==> src/rtl/stpl_pkg.sv <==
// Shared types and constants of the stereo true-peak limiter.
package stpl_pkg;

	localparam int GAIN_FRAC = 24;
	localparam logic [24:0] GAIN_ONE = 25'd16777216;
	localparam logic [23:0] THRESHOLD_RESET = 24'd7476303;
	localparam logic [23:0] RELEASE_RESET = 24'd16770229;

	localparam logic REG_THRESHOLD = 1'b0;
	localparam logic REG_RELEASE = 1'b1;

	typedef struct packed {
		logic accept;
		logic load;
		logic peak_step;
		logic cmp;
		logic div_step;
		logic rel;
		logic rel_add;
		logic mul_l;
		logic mul_r;
		logic fin;
		logic load_out;
	} cmd_t;

	typedef struct packed {
		logic peak_last;
		logic div_needed;
		logic div_last;
		logic attack;
	} status_t;

endpackage

==> src/rtl/stpl_ctrl.sv <==
// Sequencer of the limiter: steps one request through load, peak, compare, optional divide, release and multiply.
module stpl_ctrl (
	input  logic             clk,
	input  logic             arst_n,
	input  logic             in_valid,
	output logic             in_ready,
	output logic             out_valid,
	input  logic             out_ready,
	input  stpl_pkg::status_t st,
	output stpl_pkg::cmd_t    cmd
);

	typedef enum logic [10:0] {
		S_IDLE    = 11'b00000000001,
		S_LOAD    = 11'b00000000010,
		S_PEAK    = 11'b00000000100,
		S_CMP     = 11'b00000001000,
		S_DIV     = 11'b00000010000,
		S_REL     = 11'b00000100000,
		S_REL_ADD = 11'b00001000000,
		S_MUL_L   = 11'b00010000000,
		S_MUL_R   = 11'b00100000000,
		S_FIN     = 11'b01000000000,
		S_OUT     = 11'b10000000000
	} state_t;

	state_t state_q, state_d;
	logic out_valid_q;

	assign in_ready = (state_q == S_IDLE);
	assign out_valid = out_valid_q;

	always_comb begin
		cmd = '0;
		state_d = state_q;
		unique case (state_q)
			S_IDLE: begin
				if (in_valid) begin
					cmd.accept = 1'b1;
					state_d = S_LOAD;
				end
			end
			S_LOAD: begin
				cmd.load = 1'b1;
				state_d = S_PEAK;
			end
			S_PEAK: begin
				cmd.peak_step = 1'b1;
				if (st.peak_last) state_d = S_CMP;
			end
			S_CMP: begin
				cmd.cmp = 1'b1;
				state_d = st.div_needed ? S_DIV : S_REL;
			end
			S_DIV: begin
				cmd.div_step = 1'b1;
				if (st.div_last) state_d = S_REL;
			end
			S_REL: begin
				cmd.rel = 1'b1;
				state_d = st.attack ? S_MUL_L : S_REL_ADD;
			end
			S_REL_ADD: begin
				cmd.rel_add = 1'b1;
				state_d = S_MUL_L;
			end
			S_MUL_L: begin
				cmd.mul_l = 1'b1;
				state_d = S_MUL_R;
			end
			S_MUL_R: begin
				cmd.mul_r = 1'b1;
				state_d = S_FIN;
			end
			S_FIN: begin
				cmd.fin = 1'b1;
				state_d = S_OUT;
			end
			S_OUT: begin
				if (!out_valid_q || out_ready) begin
					cmd.load_out = 1'b1;
					state_d = S_IDLE;
				end
			end
			default: state_d = S_IDLE;
		endcase
	end

	always_ff @(posedge clk or negedge arst_n) begin
		if (!arst_n) begin
			state_q <= S_IDLE;
			out_valid_q <= 1'b0;
		end else begin
			state_q <= state_d;
			if (cmd.load_out) out_valid_q <= 1'b1;
			else if (out_ready) out_valid_q <= 1'b0;
		end
	end

endmodule

==> config.mk <==
export PLATFORM = sky130hd
export DESIGN_NAME = stpl_ctrl
export DESIGN_NICKNAME = d
export VERILOG_FILES = /design/src/rtl/stpl_pkg.sv /design/src/rtl/stpl_ctrl.sv
export SDC_FILE = /design/constraint.sdc
export NUM_CORES = 1
export LEC_CHECK = 0
export BUFFER_PORTS_ARGS = -buffer_cell sky130_fd_sc_hd__buf_2
export CORE_MARGIN = 2
export CORE_UTILIZATION = 56
export CTS_BUF_LIST = sky130_fd_sc_hd__clkbuf_4
export DETAILED_ROUTE_END_ITERATION = 8
export GPL_TIMING_DRIVEN = 0
export PLACE_DENSITY = 0.93
export SLEW_MARGIN = 20
export SYNTH_ARGS = -nofsm -noshare
export SYNTH_HDL_FRONTEND = slang
export SYNTH_SLANG_ARGS = --single-unit
==> constraint.sdc <==
create_clock -name clk -period 5.44 [get_ports clk]
set_input_delay 0.272 -clock clk [delete_from_list [all_inputs] [get_ports clk]]
set_output_delay 0.272 -clock clk [all_outputs]
set_load 0.005 [all_outputs]
==> PnR_summary.wiki <==
{| class="wikitable"
! Metric !! Value
|-
| Max-cap check violation count || 0
|-
| Clk_lat worst skew || 280 ps
|-
| Maximum clock path buffer count || 2
|-
| Buffers inserted during post-CTS setup optimization || 0
|-
| Worst Max-Slew Pin Slew || 465 ps
|-
| Final Core Density || 70.0%
|-
| Clock tree from TritonCTS || yes
|-
| Core Box Area || 0.00127 sq mm
|-
| Clock tree sinks || 12
|-
| Crit share post-route || 45.5%
|-
| Number of remaining DRC errors || 0
|-
| Cell area after synthesis || 733 sq um
|-
| GRT Total Usage || 25.1%
|-
| Mean Syn Cell Area || 9.91 sq um
|-
| Ports placed on the boundary || 21
|-
| Endpoint required time on the critical path || 5170 ps
|-
| Via count of the first global-routing pass || 575
|-
| Effective utilization at floorplan || 57.8%
|-
| Setup violation total in the final timing report || 0
|-
| Vias per cell || 5.60
|-
| Fraction of final layout cells with drive strength greater than 1 || 33.3%
|-
| Wire length of the first global-routing pass || 2.54 mm
|-
| Top post-synthesis cells by area || dfrtp_1, and2_1, nand2b_1, dfstp_2, nor4_1
|-
| Worst slew margin || 68.6%
|-
| Fraction of synthesized area in multiplexers || 0%
|-
| Combinational family with the most area after synthesis || simple AND/OR/NAND/NOR gates
|-
| Routed vias || 638
|-
| Aggregate negative setup slack || 0 ps
|-
| P&R area growth vs syn || 21.2%
|-
| Post-Synthesis Net Count || 82
|-
| Clock transition at path regs || 80 ps
|-
| Arrival time of the worst setup path || 2200 ps
|-
| Cell leakage power || 0.000449 uW
|-
| Fraction of synthesized cell area taken by the top area cell type || 37.5%
|-
| Length of the first detailed-routing pass in iterations || 4
|-
| RSZ-0062 raised after global routing || false
|-
| Warning count from the yosys run || 0
|-
| DPL Wire Length || 1.23 mm
|-
| Weighted congestion at the end of routability-driven global placement || 0.770
|-
| Fill cell count || 94
|-
| Most frequent cells after synthesis || dfrtp_1, and2_1, nand2b_1, nor2_1
|-
| Most used flip-flop cell after synthesis || dfrtp_1
|-
| Largest fanout of any net on the critical path || 9
|-
| Most numerous cell in the Yosys netlist || dfrtp_1
|-
| Y dimension of the die || 40.2 um
|-
| NumNets Final || 108
|-
| XOR/XNOR share of the synthesized area || 2.39%
|-
| Final Hold Viols || 0
|-
| Startpoint Class || flop
|-
| Routed wire length per instance || 13.7 um
|-
| Die Width || 40.2 um
|-
| Outcome || complete, no violations
|-
| DR iter-0 viols || 13
|-
| Type of the worst setup path || flop to output pin
|-
| DIE AREA || 0.00161 sq mm
|-
| Number of pins exceeding their max-slew limit in the final report || 0
|-
| Final WL || 1.57 mm
|-
| Core Rows || 13
|-
| Root buffer cell || clkbuf_4
|-
| FMAX || 404 MHz
|-
| # port buffers || 20
|-
| Largest net degree at the start of global routing || 13
|-
| Flip-flop and latch count after synthesis || 12
|-
| TritonCTS buffer count || 3
|-
| Antenna cells || 0
|-
| Worst hold path type || input pin to flop
|-
| Simple-gate portion of the synthesized area || 43.7%
|-
| Ys async rst share || 100%
|-
| Clk_skew || 6.78 ps
|-
| Number of enable flip-flop cells after synthesis || 0
|-
| Post-synth top area cell || dfrtp_1
|-
| Sequential cell area fraction in the yosys report || 41.1%
|-
| Power Total || 315 uW
|-
| Post-synthesis compound-gate area fraction || 8.19%
|-
| CTS H-Tree Depth || 1
|-
| Number of distinct library cells after synthesis || 34
|-
| Cells after Synth || 74
|-
| Overflow left after global routing || 0
|-
| Initial antenna violation count || 0
|-
| Min Tclk post-route || 2480 ps
|-
| Power density over cell area || 355 mW/mm^2
|-
| VDD IR-drop max || 0.000272 V
|-
| Final antenna-violating net count || 0
|-
| Arithmetic-cell share of the synthesized area counting full adders, half adders and majority gates || 1.37%
|-
| Capturing element type of the critical path || output pin
|}
-- critical path: stages (launching register included) --
cell and delay, ps:
dfrtp_1 460, or4_1 520, buf_2 170, nor4_4 210, and4b_1 310, and2_1 150
buf_2 110
-- cell families after synthesis --
kind of cell | after synthesis
AOI/OAI and AO/OA | 9
and+or+nand+nor | 45
adders and majority gates | 1
buffers and inverters | 5
xor gates and xnor gates | 2
DFF | 12
-- sequential cells by signal, summed over array words and instances, names as in the netlist --
signal / flops
state_q: 11
out_valid: 1
-- layout by cell type, fill, tap and decap left out, types with 2 or more instances in the layout --
| master | instances |
|---|---|
| nand2_1 | 4 |
| nor2_1 | 5 |
| inv_1 | 3 |
| and3_1 | 2 |
| buf_2 | 21 |
| nand2b_1 | 6 |
| and2_1 | 6 |
| o21ai_0 | 3 |
| nor4b_1 | 2 |
| or4_1 | 2 |
| and4b_1 | 2 |
| nor4_1 | 4 |
| clkbuf_4 | 3 |
| o32ai_1 | 2 |
| dfrtp_1 | 11 |
| xor2_1 | 2 |
-- metrics by stage --
| step | area, sq um | worst slack, ps | std cells | hold slack (ps) |
|---|---|---|---|---|
| floorplan | 733 | 3510 | 74 | -23.6 |
| global placement | 852 | 3370 | 109 | 160 |
| detailed placement | 852 | 3300 | 109 | 165 |
| CTS | 888 | 2980 | 114 | 154 |
| global route | 888 | 2830 | 114 | 168 |
| finish | 888 | 2960 | 114 | 149 |
-- layer usage --
| layer | track usage, % | up-vias | share of wire (%) |
|---|---|---|---|
| met5 | 0 | - | 0 |
| met4 | 17.5 | 0 | 3.2 |
| met3 | 5.00 | 5 | 4.1 |
| met2 | 39.5 | 15 | 49 |
| met1 | 30.5 | 297 | 44 |
| li1 | - | 321 | - |
-- repair_timing --
action,CTS,global route
hold buffers,1,0
resized for setup,0,0
endpoints found under the hold margin,11,0
-- report_power, final --
group	switching [uW]	leakage (uW)	internal, uW
Combinational	61.0	0.000271	73.4
Sequential	18.2	0.000163	103
Clock	32.7	0.0000154	26.7
Total	112	0.000449	203
-- path summary, 6_finish.rpt --
check / from / end / slack, ps / cells past startpoint
min: in_valid / state_q[0] / 150 / 2
max reg2reg: state_q[5] / state_q[0] / 3450 / 5
max: state_q[5] / cmd[10] / 2960 / 6
min reg2reg: state_q[4] / state_q[8] / 520 / 1
min in group asynchronous: arst_n / state_q[9] / 390 / 2
max in group asynchronous: arst_n / state_q[0] / 4780 / 2
-- area by class of cell --
cell class / instances / area [sq um] / share of cell area, %
flip-flops and latches: 12 / 302 / 33.9
well taps: 15 / 18.8 / 2.11
multi-input cells: 57 / 408 / 45.9
repair buffers: 21 / 110 / 12.4
clock buffers: 3 / 22.5 / 2.54
clock inverters: 1 / 3.75 / 0.423
plain buffers: 2 / 12.5 / 1.41
inverters: 3 / 11.3 / 1.27
Note: power is estimated with default switching activity, not from simulation.
